$ cat config.mk
export PLATFORM = sky130hd
export DESIGN_NAME = exfwd_alu
export DESIGN_NICKNAME = d
export VERILOG_FILES = /design/src/design/exfwd_pkg.sv /design/src/design/exfwd_alu.sv
export SDC_FILE = /design/constraint.sdc
export NUM_CORES = 1
export LEC_CHECK = 0
export BUFFER_PORTS_ARGS = -buffer_cell sky130_fd_sc_hd__buf_2
export CAP_MARGIN = 30
export CORE_MARGIN = 4
export CORE_UTILIZATION = 52
export DETAILED_ROUTE_END_ITERATION = 12
export PLACE_DENSITY = 0.85
export SLEW_MARGIN = 20
export SYNTH_ARGS = -nofsm -noshare
export SYNTH_HDL_FRONTEND = slang
export SYNTH_SLANG_ARGS = --single-unit
$ cat constraint.sdc
create_clock -name vclk -period 5.8
set_clock_uncertainty 0.1 [all_clocks]
set_input_delay 0.29 -clock vclk [all_inputs]
set_output_delay 0.29 -clock vclk [all_outputs]
set_load 0.005 [all_outputs]
$ cat src/design/exfwd_pkg.sv
package exfwd_pkg;

  localparam int unsigned DATA_W  = 32;
  localparam int unsigned REG_W   = 5;
  localparam int unsigned CLASS_W = 2;
  localparam int unsigned OP_W    = 3;
  localparam int unsigned SEL_W   = 2;

  localparam logic [CLASS_W-1:0] CLASS_RTYPE = 2'd0;
  localparam logic [CLASS_W-1:0] CLASS_LOAD  = 2'd1;
  localparam logic [CLASS_W-1:0] CLASS_STORE = 2'd2;
  localparam logic [CLASS_W-1:0] CLASS_OTHER = 2'd3;

  localparam logic [OP_W-1:0] OP_XOR = 3'd2;
  localparam logic [OP_W-1:0] OP_ADD = 3'd6;
  localparam logic [OP_W-1:0] OP_SUB = 3'd7;

  localparam logic [SEL_W-1:0] FWD_REG = 2'd0;
  localparam logic [SEL_W-1:0] FWD_MEM = 2'd1;
  localparam logic [SEL_W-1:0] FWD_EX  = 2'd2;

  typedef struct packed {
    logic [CLASS_W-1:0]       op_class;
    logic [OP_W-1:0]          alu_op;
    logic [REG_W-1:0]         src1_reg;
    logic [REG_W-1:0]         src2_reg;
    logic signed [DATA_W-1:0] src1_value;
    logic signed [DATA_W-1:0] operand_b;
    logic [REG_W-1:0]         dest_reg;
    logic                     writes_reg;
    logic                     mem_writes_reg;
    logic [REG_W-1:0]         mem_dest_reg;
    logic signed [DATA_W-1:0] mem_alu_result;
    logic signed [DATA_W-1:0] mem_load_data;
  } in_item_t;

  typedef struct packed {
    logic signed [DATA_W-1:0] alu_result;
    logic                     negative;
    logic                     zero;
    logic [REG_W-1:0]         out_dest_reg;
    logic                     out_writes_reg;
    logic [CLASS_W-1:0]       out_op_class;
    logic [SEL_W-1:0]         forward_a_sel;
    logic [SEL_W-1:0]         forward_b_sel;
  } out_item_t;

  // producer state seen by the forwarding mux
  typedef struct packed {
    logic [DATA_W-1:0]  ex_result;
    logic [REG_W-1:0]   ex_dest;
    logic               ex_writes;
    logic [CLASS_W-1:0] ex_class;
    logic               mem_writes;
    logic [REG_W-1:0]   mem_dest;
    logic [DATA_W-1:0]  mem_result;
    logic [DATA_W-1:0]  mem_data;
  } fwd_state_t;

endpackage

$ cat src/design/exfwd_alu.sv
module exfwd_alu
  import exfwd_pkg::*;
(
  input  logic [OP_W-1:0]   alu_op,
  input  logic [DATA_W-1:0] opnd_a,
  input  logic [DATA_W-1:0] opnd_b,
  input  logic [DATA_W-1:0] held,
  output logic [DATA_W-1:0] result,
  output logic              negative,
  output logic              zero
);

  always_comb begin
    case (alu_op)
      OP_ADD:  result = opnd_a + opnd_b;
      OP_XOR:  result = opnd_a ^ opnd_b;
      OP_SUB:  result = opnd_a - opnd_b;
      default: result = held;
    endcase
  end

  assign negative = result[DATA_W-1];
  assign zero     = (result == '0);

endmodule

==> impl_metrics.toml, run 1 <==
[floorplanning]
fp.dieW_um = 88.1
start_util = 0.550
die-area_um2 = 7750
die_h_um = 88.1
rows = 28
core_area_um2 = 6060
pin_count = 133

[timing]
finalSetupTns_ns = 0
finalMaxSlewViolations = 0
rsz0062_at_grt = "false"
fmax_mhz = 179
relSlewSlack = 0.432
worst_slew_pin_slew_ns = 0.848
timing.hold.ws_ns = 0.785
layout_worst_path_cycle_share = 0.966
setup_viol_count_final = 0
hold_violations = 0
post-route-min-period_ns = 5.60

[synth]
synth-warning-count = 0
post_synth.cell_area_avg_um2 = 6.75
synth_nets = 626
synth.distinct_cells = 60
synth_seq_area_share = 0
yosysTopAreaCellShare = 0.139
synth_top_area_cell = "xor2_1"
syn_area_um2 = 3330
synth_area_leaders = "xor2_1 (14%), ha_1 (12%), xnor2_1 (8.1%), o21ai_0 (6.5%), a21oi_1 (5.3%)"
netlist_instances = 494

[power_and_ir_drop]
peakVddDrop_v = 0.0000717
power.density_nw_per_um2 = 124
leakage_nw = 1.92

[finish]
clkbuf_count = 0
final_cell_mix = "buf_2 (133), xor2_1 (53), nand2_1 (44), nor2_1 (40), o21ai_0 (40)"
final_common_cell = "buf_2"
nets = 744
drive_gt1_frac = 0.274
ff_latch_area_um2 = 0
n_sequential_cell = 0
area_delta_synth_final_pct = 23.2
num_antenna_cells = 0

[routing]
detail-route-antenna-nets = 0
wirelength_um = 11500
vias = 4324
drc = 0
vias_per_cell = 6.31
first_pass_iters = 5
detail_route.wl_per_cell_um = 16.8
drt_iter0_markers = 243

[place]
routabilityCongestion = 0.938
io_buffers = 133
place_hpwl_um = 9480

[job]
maxCapViolations = 0

[global_routing]
grt_pass1_wl_um = 17900
grt_use_total = 0.278
antenna_found_initial = 0
grt_max_degree = 27
gr-total-overflow = 0
grt_pass1_vias = 4007

[run_status]
outcome = "completed"

[setup_path]
worst_setup_path_end_kind = "output pin"
path_class = "in2out"
critical_path_arrival_ns = 5.21
cp.required_ns = 5.41
cp_max_fo = 5
crit_path_start_kind = "input pin"
critical_path.startpoint = "opnd_b[8]"

[hold_path]
min-delay-start = "held[0]"
hp-class = "in2out"

[clock_tree]
ctsHoldBuffers = 0
[metal layers]
layer / up-vias / GRT usage / share of wire
li1: 2086 / - / -
met1: 1971 / 0.352 / 0.41
met2: 242 / 0.516 / 0.48
met3: 25 / 0.0151 / 0.092
met4: 0 / 0.0591 / 0.024
met5: - / 0 / 0
[metrics by stage]
stage / utilization / area (µm²) / instances / power, mW / setup slack [ns]
finish: 0.677 / 4110 / 685 / 0.509 / 0.200
global route: 0.677 / 4110 / 685 / 0.561 / 0.00191
CTS: 0.666 / 4040 / 683 / 0.487 / 0.0756
detailed placement: 0.666 / 4040 / 683 / 0.484 / 0.0765
global placement: 0.666 / 4040 / 683 / 0.473 / 0.209
floorplan: - / 3330 / 494 / 0.329 / 0.623
[Yosys cell counts (8+ instances only)]
cell type	count
nand2_1	44
nand3_1	13
xnor2_1	31
o21ai_0	43
nor3_1	10
or3_1	9
inv_1	12
a21oi_1	35
clkbuf_1	21
a31oi_1	8
a22oi_1	15
a21o_1	13
nor2_1	40
xor2_1	53
ha_1	32
o31ai_1	8
[power by group]
| part | internal, mW | leakage (nW) | switching (mW) |
|---|---|---|---|
| combinational | 0.220 | 1.92 | 0.290 |
| sequential | 0 | 0 | 0 |
| clock | 0 | 0 | 0 |
| total | 0.220 | 1.92 | 0.290 |
[what timing repair did]
action,CTS,global route
buffers inserted,0,2
gates resized for setup,0,14
setup endpoints to repair,0,1
[layout make-up]
cell class | instances | area [µm²]
timing repair buffer | 140 | 718
fill | 549 | 1960
tap | 75 | 93.8
multi-input combinational | 458 | 3250
inverter | 12 | 45.0
[worst paths after layout]
path         to  slack (ns)  cells after the start
min   result[0]        0.78                      4
max        zero        0.20                     19
[cell families (layout without fill, tap and decap cells)]
family / count (synthesis) / after routing / synth area share
xor gates and xnor gates: 84 / 84 / 0.221
buffers and inverters: 36 / 152 / 0.0417
muxes: 4 / 4 / 0.0124
AOI/OAI and AO/OA: 173 / 173 / 0.343
and+or+nand+nor: 164 / 164 / 0.256
adders and majority gates: 33 / 33 / 0.126
[critical path: stages]
cell,delay [ns]
buf_2,0.13
or4_4,0.55
or3_4,0.35
or3_4,0.36
or3_4,0.36
or4_4,0.44
or2_4,0.28
o21ai_2,0.13
xor2_1,0.09
ha_2,0.38
and3_1,0.22
and4_1,0.23
inv_1,0.07
o22ai_1,0.19
mux2_2,0.18
nand2_1,0.07
or4_1,0.52
nor4_1,0.21
buf_2,0.15
(Power assumes the default switching activity.)
==> run 2: changes to the inputs <==
--- a/config.mk
+++ b/config.mk
@@ -7,10 +7,11 @@
 export LEC_CHECK = 0
 export BUFFER_PORTS_ARGS = -buffer_cell sky130_fd_sc_hd__buf_2
 export CAP_MARGIN = 30
-export CORE_MARGIN = 4
+export CORE_ASPECT_RATIO = 1.1
+export CORE_MARGIN = 2
 export CORE_UTILIZATION = 52
 export DETAILED_ROUTE_END_ITERATION = 12
-export PLACE_DENSITY = 0.85
+export PLACE_DENSITY = 0.93
 export SLEW_MARGIN = 20
 export SYNTH_ARGS = -nofsm -noshare
 export SYNTH_HDL_FRONTEND = slang
==> run 2 against run 1 <==
Worst hold slack better by 0.00054 ns. Combinational power grew 0.8%. Sequential cell count did not move. Global-route usage rose by 2.4 points. Power rose by 0.82%. Utilization decreased by 0.91 points. Fmax down 0.73%. Sequential share of layout area unchanged. Critical path depth shrank 1. Highest routed layer unchanged.
==> impl_metrics.toml, run 2 (synthesis gave the netlist of run 1 again) <==
[routing]
drt_iter0_markers = 300
drc = 0
detail_route.wl_per_cell_um = 16.9
vias_per_cell = 6.42
vias = 4417
detail-route-antenna-nets = 0
wirelength_um = 11600
first_pass_iters = 5

[floorplanning]
die-area_um2 = 7070
rows = 30
pin_count = 133
start_util = 0.538
die_h_um = 88.0
fp.dieW_um = 80.3
core_area_um2 = 6190

[power_and_ir_drop]
power.density_nw_per_um2 = 124
leakage_nw = 1.92
total_power_mw = 0.513
peakVddDrop_v = 0.0000705

[setup_path]
critical_path_arrival_ns = 5.25
worst_setup_path_end_kind = "output pin"
cp_max_fo = 6
cp.required_ns = 5.41
path_class = "in2out"
crit_path_start_kind = "input pin"

[finish]
nets = 742
instances_no_fill = 688
ff_latch_area_um2 = 0
drive_gt1_frac = 0.283
area_delta_synth_final_pct = 24.2
num_antenna_cells = 0
clkbuf_count = 0
final_cell_mix = "buf_2 (133), xor2_1 (52), nand2_1 (44), nor2_1 (40), o21ai_0 (40)"
n_sequential_cell = 0
final_common_cell = "buf_2"

[global_routing]
antenna_found_initial = 0
gr-total-overflow = 0
grt_max_degree = 27
grt_use_total = 0.302
grt_pass1_wl_um = 17600
grt_pass1_vias = 3911

[job]
maxCapViolations = 0

[timing]
layout_worst_path_cycle_share = 0.973
post-route-min-period_ns = 5.64
relSlewSlack = 0.498
fmax_mhz = 177
finalMaxSlewViolations = 0
setup_viol_count_final = 0
hold_violations = 0
worst_slew_pin_slew_ns = 0.751

[place]
place_hpwl_um = 9400
dp_cells = 688
routabilityCongestion = 0.982
io_buffers = 133

[hold_path]
hold_depth = 4
min-delay-start = "held[2]"
hp-class = "in2out"
min_to = "result[2]"

[clock_tree]
ctsHoldBuffers = 0
post_cts_buffers = 0

[run_status]
outcome = "completed"
-- run 2: worst max-delay path by stage --
stage              start  slack [ns]   end
6_report       opnd_b[8]        0.16  zero
5_1_grt        opnd_b[8]       -0.02  zero
4_1_cts        opnd_b[8]        0.06  zero
3_5_place_dp   opnd_b[8]        0.07  zero
3_3_place_gp   opnd_b[8]        0.18  zero
2_1_floorplan  opnd_b[8]        0.62  zero
-- run 2: power by group --
group	total (mW)	leakage, nW	switching (mW)	internal [mW]
registers	0	0	0	0
clock network	0	0	0	0
logic	0.513	1.92	0.294	0.219
total	0.513	1.92	0.294	0.219
-- run 2: repair_timing --
item,4_1_cts,5_1_grt
setup endpoints to repair,0,1
gates resized for setup,0,22
endpoints found under the hold margin,0,0
-- run 2: cell type report --
cell class	instances	area (µm²)
Fill cell	583	2050
Inverter	12	45.0
Multi-Input combinational cell	458	3290
Tap cell	80	100
Timing Repair Buffer	138	703
-- run 2: metrics by stage --
step | setup slack [ns] | hold WS, ns | instance area, µm² | util | setup TNS (ns)
final | 0.159 | 0.786 | 4140 | 0.668 | 0
after CTS | 0.0592 | 0.789 | 4040 | 0.653 | 0
after global routing | -0.0151 | 0.804 | 4140 | 0.668 | -0.0151
after floorplan | 0.623 | 0.586 | 3330 | - | 0
after global placement | 0.178 | 0.776 | 4040 | 0.653 | 0
after detailed placement | 0.0722 | 0.788 | 4040 | 0.653 | 0
-- run 2: metal layers --
metal / vias to the layer above / routed length, µm / track usage
met5: - / 0 / 0
met4: 0 / 361 / 0.0755
met3: 38 / 938 / 0.0165
met2: 257 / 5780 / 0.574
met1: 2035 / 4540 / 0.369
li1: 2087 / - / -
-- run 2: worst max-delay path, stage by stage --
cell	delay, ns
buf_2	0.13
or4_4	0.56
or3_4	0.35
or3_4	0.36
or3_4	0.39
o21ai_2	0.16
xor2_1	0.18
ha_2	0.34
a21o_1	0.20
a21o_1	0.18
a21oi_1	0.20
o21ai_2	0.12
xnor2_1	0.18
o221ai_1	0.18
or4_1	0.59
or4_4	0.50
nor4_2	0.20
buf_2	0.14
