**config.mk**
```make
export PLATFORM = sky130hd
export DESIGN_NAME = exfwd_fwd
export DESIGN_NICKNAME = d
export VERILOG_FILES = /design/src/design/exfwd_pkg.sv /design/src/design/exfwd_fwd.sv
export SDC_FILE = /design/constraint.sdc
export NUM_CORES = 1
export LEC_CHECK = 0
export ABC_AREA = 1
export BUFFER_PORTS_ARGS = -buffer_cell sky130_fd_sc_hd__buf_2
export CAP_MARGIN = 10
export CELL_PAD_IN_SITES_DETAIL_PLACEMENT = 1
export CELL_PAD_IN_SITES_GLOBAL_PLACEMENT = 1
export CORE_MARGIN = 2
export CORE_UTILIZATION = 23
export DETAILED_ROUTE_END_ITERATION = 8
export MAX_ROUTING_LAYER = met4
export PLACE_DENSITY_LB_ADDON = 0.3
export RECOVER_POWER = 50
export SYNTH_ARGS = -nofsm -noshare
export SYNTH_HDL_FRONTEND = slang
export SYNTH_SLANG_ARGS = --single-unit
```
**constraint.sdc**
```tcl
create_clock -name vclk -period 1.1
set_clock_uncertainty 0.15 [all_clocks]
set_input_delay 0 -clock vclk [all_inputs]
set_output_delay 0 -clock vclk [all_outputs]
set_load 0.01 [all_outputs]
```
**src/design/exfwd_pkg.sv**
```systemverilog
package exfwd_pkg;

  localparam int unsigned DATA_W  = 32;
  localparam int unsigned REG_W   = 5;
  localparam int unsigned CLASS_W = 2;
  localparam int unsigned OP_W    = 3;
  localparam int unsigned SEL_W   = 2;

  localparam logic [CLASS_W-1:0] CLASS_RTYPE = 2'd0;
  localparam logic [CLASS_W-1:0] CLASS_LOAD  = 2'd1;
  localparam logic [CLASS_W-1:0] CLASS_STORE = 2'd2;
  localparam logic [CLASS_W-1:0] CLASS_OTHER = 2'd3;

  localparam logic [OP_W-1:0] OP_XOR = 3'd2;
  localparam logic [OP_W-1:0] OP_ADD = 3'd6;
  localparam logic [OP_W-1:0] OP_SUB = 3'd7;

  localparam logic [SEL_W-1:0] FWD_REG = 2'd0;
  localparam logic [SEL_W-1:0] FWD_MEM = 2'd1;
  localparam logic [SEL_W-1:0] FWD_EX  = 2'd2;

  typedef struct packed {
    logic [CLASS_W-1:0]       op_class;
    logic [OP_W-1:0]          alu_op;
    logic [REG_W-1:0]         src1_reg;
    logic [REG_W-1:0]         src2_reg;
    logic signed [DATA_W-1:0] src1_value;
    logic signed [DATA_W-1:0] operand_b;
    logic [REG_W-1:0]         dest_reg;
    logic                     writes_reg;
    logic                     mem_writes_reg;
    logic [REG_W-1:0]         mem_dest_reg;
    logic signed [DATA_W-1:0] mem_alu_result;
    logic signed [DATA_W-1:0] mem_load_data;
  } in_item_t;

  typedef struct packed {
    logic signed [DATA_W-1:0] alu_result;
    logic                     negative;
    logic                     zero;
    logic [REG_W-1:0]         out_dest_reg;
    logic                     out_writes_reg;
    logic [CLASS_W-1:0]       out_op_class;
    logic [SEL_W-1:0]         forward_a_sel;
    logic [SEL_W-1:0]         forward_b_sel;
  } out_item_t;

  // producer state seen by the forwarding mux
  typedef struct packed {
    logic [DATA_W-1:0]  ex_result;
    logic [REG_W-1:0]   ex_dest;
    logic               ex_writes;
    logic [CLASS_W-1:0] ex_class;
    logic               mem_writes;
    logic [REG_W-1:0]   mem_dest;
    logic [DATA_W-1:0]  mem_result;
    logic [DATA_W-1:0]  mem_data;
  } fwd_state_t;

endpackage

```
**src/design/exfwd_fwd.sv**
```systemverilog
module exfwd_fwd
  import exfwd_pkg::*;
(
  input  fwd_state_t         st,
  input  logic [CLASS_W-1:0] op_class,
  input  logic [REG_W-1:0]   src1_reg,
  input  logic [REG_W-1:0]   src2_reg,
  input  logic [DATA_W-1:0]  src1_value,
  input  logic [DATA_W-1:0]  operand_b,
  output logic [DATA_W-1:0]  opnd_a,
  output logic [DATA_W-1:0]  opnd_b,
  output logic [SEL_W-1:0]   sel_a,
  output logic [SEL_W-1:0]   sel_b
);

  logic              ex_hit_a;
  logic              ex_hit_b;
  logic              mem_hit_a;
  logic              mem_hit_b;
  logic              ex_b_ok;
  logic              mem_b_ok;
  logic [DATA_W-1:0] ex_val;

  assign ex_hit_a  = st.ex_writes && (st.ex_dest == src1_reg);
  assign ex_hit_b  = st.ex_writes && (st.ex_dest == src2_reg);
  assign mem_hit_a = st.mem_writes && (st.mem_dest == src1_reg);
  assign mem_hit_b = st.mem_writes && (st.mem_dest == src2_reg);
  assign ex_b_ok   = (st.ex_class == CLASS_RTYPE) || (st.ex_class == CLASS_LOAD);
  assign mem_b_ok  = (op_class != CLASS_LOAD) && (op_class != CLASS_STORE);

  // a load still in execute forwards its loaded word
  assign ex_val = (st.ex_class == CLASS_LOAD) ? st.mem_data : st.ex_result;

  always_comb begin
    if (ex_hit_a) begin
      sel_a = FWD_EX;
    end else if (mem_hit_a) begin
      sel_a = FWD_MEM;
    end else begin
      sel_a = FWD_REG;
    end

    if (mem_hit_b && !ex_hit_b && mem_b_ok) begin
      sel_b = FWD_MEM;
    end else if (ex_hit_b && ex_b_ok) begin
      sel_b = FWD_EX;
    end else begin
      sel_b = FWD_REG;
    end
  end

  always_comb begin
    case (sel_a)
      FWD_EX:  opnd_a = ex_val;
      FWD_MEM: opnd_a = st.mem_result;
      default: opnd_a = src1_value;
    endcase
    case (sel_b)
      FWD_EX:  opnd_b = ex_val;
      FWD_MEM: opnd_b = st.mem_result;
      default: opnd_b = operand_b;
    endcase
  end

endmodule

```
==> results of run 1 <==
==> layout make-up <==
| type | instances | area (sq um) |
|---|---|---|
| fill | 1567 | 5710 |
| inverter | 58 | 274 |
| multi-input combinational | 466 | 2990 |
| timing repair buffer | 324 | 2810 |
| tap | 147 | 184 |
==> power breakdown <==
group | internal, W | switching (W) | total [W]
clock network | 0 | 0 | 0
registers | 0 | 0 | 0
logic | 0.000960 | 0.00103 | 0.00199
total | 0.000960 | 0.00103 | 0.00199
==> what timing repair did <==
item | in CTS | in global routing
endpoints found under the hold margin | 0 | 0
gates resized for setup | 195 | 121
setup endpoints to repair | 68 | 68
gates cloned | 19 | 3
buffers inserted | 22 | 4
pin swaps | 40 | 44
==> cell families (layout without fill, tap and decap cells) <==
| group | Yosys count | in the layout | share of synthesized area |
|---|---|---|---|
| buffers and inverters | 107 | 382 | 0.179 |
| AOI/OAI and AO/OA | 11 | 11 | 0.0214 |
| xor gates and xnor gates | 1 | 1 | 0.00312 |
| and+or+nand+nor | 454 | 454 | 0.796 |
==> worst min-delay path, delay by kind of cell <==
family                 cells  cell delay [ps]
AND/OR/NAND/NOR            2              110
buffers and inverters      2              200
==> metal layers <==
layer  vias up  GRT usage  wire, um
li1       2464          -         -
met1      2497      0.330      7660
met2       269      0.552     10900
met3        64     0.0116      1160
met4         0     0.0699       760
met5         -          -         0
==> worst paths after layout <==
kind	start	end	slack, ps	depth (start not counted)
max	src2_reg[2]	opnd_b[22]	-370	13
min	operand_b[23]	opnd_b[23]	160	4
==> metrics by stage <==
| stage | area, sq um | hold WS [ps] |
|---|---|---|
| global placement | 4400 | 161 |
| finish | 6250 | 164 |
| global route | 6250 | 191 |
| floorplan | 2810 | -27.6 |
| detailed placement | 4400 | 163 |
| CTS | 5810 | 161 |
==> cell usage after synthesis, drive strengths merged <==
master,count
a21boi,1
a22oi,1
nor2,17
o21ai,6
clkbuf,8
xor2,1
nand4,32
a21oi,3
buf,41
inv,57
clkinv,1
nand3,198
nand2,207
==> Implementation_results.wiki, run 1 <==
{| class="wikitable"
! Metric !! Value
|-
| Die Ht || roughly 110 um
|-
| Leading cell types by total area after synthesis || sky130_fd_sc_hd__nand3_1 (30%), sky130_fd_sc_hd__nand2_1 (27%), sky130_fd_sc_hd__nand3_2 (11%)
|-
| Average vias per placed instance || around 5.3
|-
| Final core area utilization || 0.523
|-
| Critical Path Slowest Stage Cell || sky130_fd_sc_hd__nor2_8
|-
| Sum of internal, switching and leakage power || around 0.0020 W
|-
| Sequential cell count of the final layout || 0
|-
| Setup violations, final || approximately 70
|-
| Maximum single-stage delay on the critical path || roughly 220 ps
|-
| Class of the tightest hold or removal check || in -> out
|-
| Cell count after synthesis || around 570
|-
| Violations in the final reports || negative setup slack
|-
| Yosys Warn Count || 0
|-
| Antenna fix cells || 0
|-
| Total global routing overflow || 0
|-
| Net count of the finished layout || between 1000 and 1500
|-
| Final antenna-violating net count || 0
|-
| Area of the core || 0.0120 sq mm
|-
| Net count after synthesis || between 700 and 800
|-
| Type of element capturing the critical path || output port
|-
| Initial antenna violation count || 0
|-
| Final standard cell count with taps included and fillers excluded || about 1000
|-
| Sequential cell area fraction in the yosys report || 0
|-
| Post-synth design cell area || around 0.0028 sq mm
|-
| Cells traversed along the worst timing path || buf_8 > inv_4 > nand2_2 > nand2_2 > nor2_2 > nand2_2 > nor2_8 > nand2_8 > buf_12 > buf_12 > nand3_2 > nand2_1 > buf_2
|-
| Relative slew slack || 0.844
|-
| Detailed Route Iter0 Violations || slightly above 300
|-
| Largest fanout on the critical path || 8
|-
| Unrepaired setup endpoints after global routing || yes
|-
| Count of hold buffers inserted by post-cts repair || 0
|-
| Routed len/inst || just over 20 um
|-
| I/O Buffers || 254
|-
| Average cell area after synthesis || between 4 and 5 sq um
|-
| Count of unresolved DRC violations after routing || 0
|-
| Top Ports || roughly 250
|-
| Die Outline Area || 0.0131 sq mm
|-
| Period Utilization, post-route || 1.34
|-
| Vias || roughly 5300
|-
| Type of element launching the critical path || input port
|-
| Data required time at the worst endpoint || 950 ps
|-
| Maximum number of pins on one net before global-route repair || 45
|-
| Placed Cells incl. Taps || around 960
|-
| Clock buf count || 0
|-
| DIE WIDTH || roughly 110 um
|-
| Fraction of final layout cells with drive strength greater than 1 || 0.598
|-
| # rows || 40
|-
| Worst path buffer plus inverter count || 5
|-
| Signal arrival time at the worst endpoint || approximately 1300 ps
|-
| HPWL after detailed placement || 12.4 mm
|-
| PD cells || 319 mW/mm^2
|-
| Vias in the first global route || ~5600
|-
| Layout-stage area growth over the synthesis result || 123%
|-
| Final weighted congestion in routability-driven placement || ~0.9
|-
| Leak pwr || between 3 and 4 nW
|-
| Class of the most critical setup path || in -> out
|-
| Fin worst setup slack || -373 ps
|-
| Most frequent CP cell || sky130_fd_sc_hd__nand2_2
|-
| Max Cap Violations || 0
|-
| Post-Route Setup TNS || -19160 ps
|-
| Cell family with most CP delay || simple AND/OR/NAND/NOR gates
|-
| Starting density of the core || 0.235
|-
| Detailed-router iteration count before antenna repair || 4
|-
| Final critical delay including setup and external delays || 1470 ps
|-
| Combined global-route utilization of all metal layers || 0.289
|-
| Register area || 0 sq um
|-
| Wire length of the first global-routing pass || about 30 mm
|-
| Most common cell after layout, fill and taps aside || sky130_fd_sc_hd__buf_2
|-
| Routed wire length || about 20 mm
|-
| Highest-count cells in the layout ignoring fill and taps || sky130_fd_sc_hd__buf_2 (207), sky130_fd_sc_hd__nand2_1 (176), sky130_fd_sc_hd__nand3_1 (91)
|-
| Slew at the pin closest to its max-slew limit || between 200 and 250 ps
|-
| Final hold violation count || 0
|-
| Slew Viols, Final || 0
|-
| Worst supply voltage drop on vdd || between 0.1 and 0.15 mV
|-
| Area share of the largest cell type after synthesis || 0.298
|-
| Count of different cell masters after synthesis || 23
|-
| Achievable clock frequency || 0.679 GHz
|-
| Placement Setup Slack || -411 ps
|-
| Run status || finished, violations left
|-
| Library cell with the largest summed area after synthesis || sky130_fd_sc_hd__nand3_1
|}
No activity file was read; power rests on OpenSTA's default activity.
==> run 2: changes to the inputs <==
--- a/config.mk
+++ b/config.mk
@@ -14,7 +14,7 @@
 export CORE_UTILIZATION = 23
 export DETAILED_ROUTE_END_ITERATION = 8
 export MAX_ROUTING_LAYER = met4
-export PLACE_DENSITY_LB_ADDON = 0.3
+export PLACE_DENSITY = 0.85
 export RECOVER_POWER = 50
 export SYNTH_ARGS = -nofsm -noshare
 export SYNTH_HDL_FRONTEND = slang
==> Implementation_results.wiki, run 2 (same netlist as run 1, synthesis figures left out) <==
{| class="wikitable"
! Metric !! Value
|-
| Count of hold buffers inserted by post-cts repair || 0 (unchanged)
|-
| Total global routing overflow || 0 (unchanged)
|-
| Relative contribution of the clock network to total power || 0 (unchanged)
|-
| Placement Setup Slack || -373 ps (+37.9 ps)
|-
| # rows || 40 (unchanged)
|-
| Average vias per placed instance || 5.51 (+3.5%)
|-
| Layout-stage area growth over the synthesis result || 129%
|-
| Slew at the pin closest to its max-slew limit || 285 ps (+52.2 ps)
|-
| Sequential cell count of the final layout || 0 (unchanged)
|-
| Routed wire length || 22.6 mm (+10%)
|-
| Area of the core || 0.0120 sq mm (unchanged)
|-
| Register share of total power || 0 (unchanged)
|-
| Data required time at the worst endpoint || 950 ps (about the same)
|-
| Largest fanout on the critical path || 9 (+1)
|-
| Combined global-route utilization of all metal layers || 0.249 (-0.0397)
|-
| Signal arrival time at the worst endpoint || 1370 ps (+50 ps)
|-
| DIE WIDTH || 114 um (unchanged)
|-
| Most common cell after layout, fill and taps aside || sky130_fd_sc_hd__buf_2
|-
| Final critical delay including setup and external delays || 1520 ps (+47.2 ps)
|-
| PD cells || 331 mW/mm^2 (+3.9%)
|-
| Class of the tightest hold or removal check || in -> out
|-
| Type of element capturing the critical path || output port
|-
| Period Utilization, post-route || 1.38 (+0.0430)
|-
| Slew Viols, Final || 0 (unchanged)
|-
| Detailed Route Iter0 Violations || 532 (+73%)
|-
| Class of the most critical setup path || in -> out
|-
| Count of unresolved DRC violations after routing || 0 (unchanged)
|-
| Die Ht || 114 um (unchanged)
|-
| Fin worst setup slack || -420 ps (-47.2 ps)
|-
| Worst supply voltage drop on vdd || 0.289 mV (+110%)
|-
| Routed len/inst || 22.8 um (+11%)
|-
| Final standard cell count with taps included and fillers excluded || 991 (-0.40%)
|-
| Highest-count cells in the layout ignoring fill and taps || sky130_fd_sc_hd__buf_2 (199), sky130_fd_sc_hd__nand2_1 (154), sky130_fd_sc_hd__nand3_2 (99)
|-
| Fraction of power spent switching nets || 0.539 (+0.0200)
|-
| Final antenna-violating net count || 0 (unchanged)
|-
| Top Ports || 254 (unchanged)
|-
| Setup violations, final || 68 (unchanged)
|-
| Maximum number of pins on one net before global-route repair || 43 (-4.4%)
|-
| Net switching power || 0.00115 W (+11%)
|-
| Vias in the first global route || 5118 (-8.3%)
|-
| Max Cap Violations || 0 (unchanged)
|-
| Achievable clock frequency || 0.658 GHz (-3.1%)
|-
| Wire length of the first global-routing pass || 25.4 mm (-13%)
|-
| Run status || finished, violations left
|-
| HPWL after detailed placement || 12.6 mm (+1.9%)
|-
| I/O Buffers || 254 (unchanged)
|-
| Clock buf count || 0 (unchanged)
|-
| Final hold violation count || 0 (unchanged)
|-
| Internal power component || 0.000981 W (+2.2%)
|-
| Type of element launching the critical path || input port
|-
| Combinational share of power || 1.000 (about the same)
|-
| Leak pwr || 3.45 nW (+0.54%)
|-
| Initial antenna violation count || 1 (+1)
|-
| Starting density of the core || 0.235 (unchanged)
|-
| Net count of the finished layout || 1031 (-0.48%)
|-
| Register area || 0 sq um (unchanged)
|-
| Relative slew slack || 0.810 (-0.0337)
|-
| Placed Cells incl. Taps || 959 (+0.21%)
|-
| Violations in the final reports || negative setup slack
|-
| Vias || 5459 (+3.1%)
|-
| Die Outline Area || 0.0131 sq mm (unchanged)
|-
| Unrepaired setup endpoints after global routing || yes
|-
| Fraction of final layout cells with drive strength greater than 1 || 0.639 (+0.0415)
|-
| Final weighted congestion in routability-driven placement || 0.889 (-0.61%)
|-
| Detailed-router iteration count before antenna repair || 7 (+3)
|}
-- run 2: cell count changes in the layout (fill, tap and decap cells not counted), sizes merged --
cell / previous run / this run
clkbuf: 3 / 14
bufbuf: 1 / 0
clkinv: 1 / 2
inv: 57 / 56
buf: 320 / 305
diode: 0 / 1
-- run 2: metal layers --
metal  routed length [um]  GRT usage  vias to the layer above
met5                    0          -                        -
met2                11600      0.455                      310
li1                     -          -                     2449
met4                  946     0.0472                        0
met3                 1400     0.0312                       83
met1                 8720      0.294                     2617
-- run 2: final timing paths --
path / startpoint / endpoint / slack, ps / depth (start not counted)
worst max-delay path: op_class[0] / opnd_b[18] / -420 / 12
worst min-delay path: operand_b[9] / opnd_b[9] / 160 / 4
-- run 2: final cells by class --
type	count	area [sq um]
Antenna cell	1	2.50
Fill cell	1560	5540
Inverter	58	294
Multi-Input combinational cell	466	3180
Tap cell	147	184
Timing Repair Buffer	319	2760
-- run 2: through the flow --
step,cell area (sq um),setup TNS [ps],hold WS (ps),utilization,total power [W]
5_1_grt,6420,-27240,181,0.537,0.00225
3_5_place_dp,4390,-22370,167,0.367,0.00146
3_3_place_gp,4390,-19930,159,0.367,0.00142
4_1_cts,4840,-17890,168,0.404,0.00158
6_report,6420,-23760,158,0.537,0.00213
2_1_floorplan,2810,0,-27.6,-,0.000671
-- run 2: power by group through the flow --
stage / combinational [W] / sequential [W] / clock [W]
6_report: 0.00213 / 0 / 0.000000000122
5_1_grt: 0.00225 / 0 / 0.000000000122
4_1_cts: 0.00158 / 0 / 0
3_5_place_dp: 0.00146 / 0 / 0
3_3_place_gp: 0.00142 / 0 / 0
2_1_floorplan: 0.000671 / 0 / 0
-- run 2: worst max-delay path: stages --
cell and delay [ps]:
sky130_fd_sc_hd__buf_2 110, sky130_fd_sc_hd__inv_1 60, sky130_fd_sc_hd__nand2_1 60, sky130_fd_sc_hd__nand2_2 80, sky130_fd_sc_hd__nand3_4 100, sky130_fd_sc_hd__nor2_8 280, sky130_fd_sc_hd__clkbuf_16 230, sky130_fd_sc_hd__nand3_1 90
sky130_fd_sc_hd__nand2_1 100, sky130_fd_sc_hd__inv_1 60, sky130_fd_sc_hd__nand2_1 50, sky130_fd_sc_hd__buf_2 130
-- run 2: repair_timing --
action / 4_1_cts / 5_1_grt
setup endpoints to repair: 68 / 68
gates resized for setup: 79 / 277
pin swaps: 9 / 45
buffers inserted: 3 / 5
cloned: 6 / 18
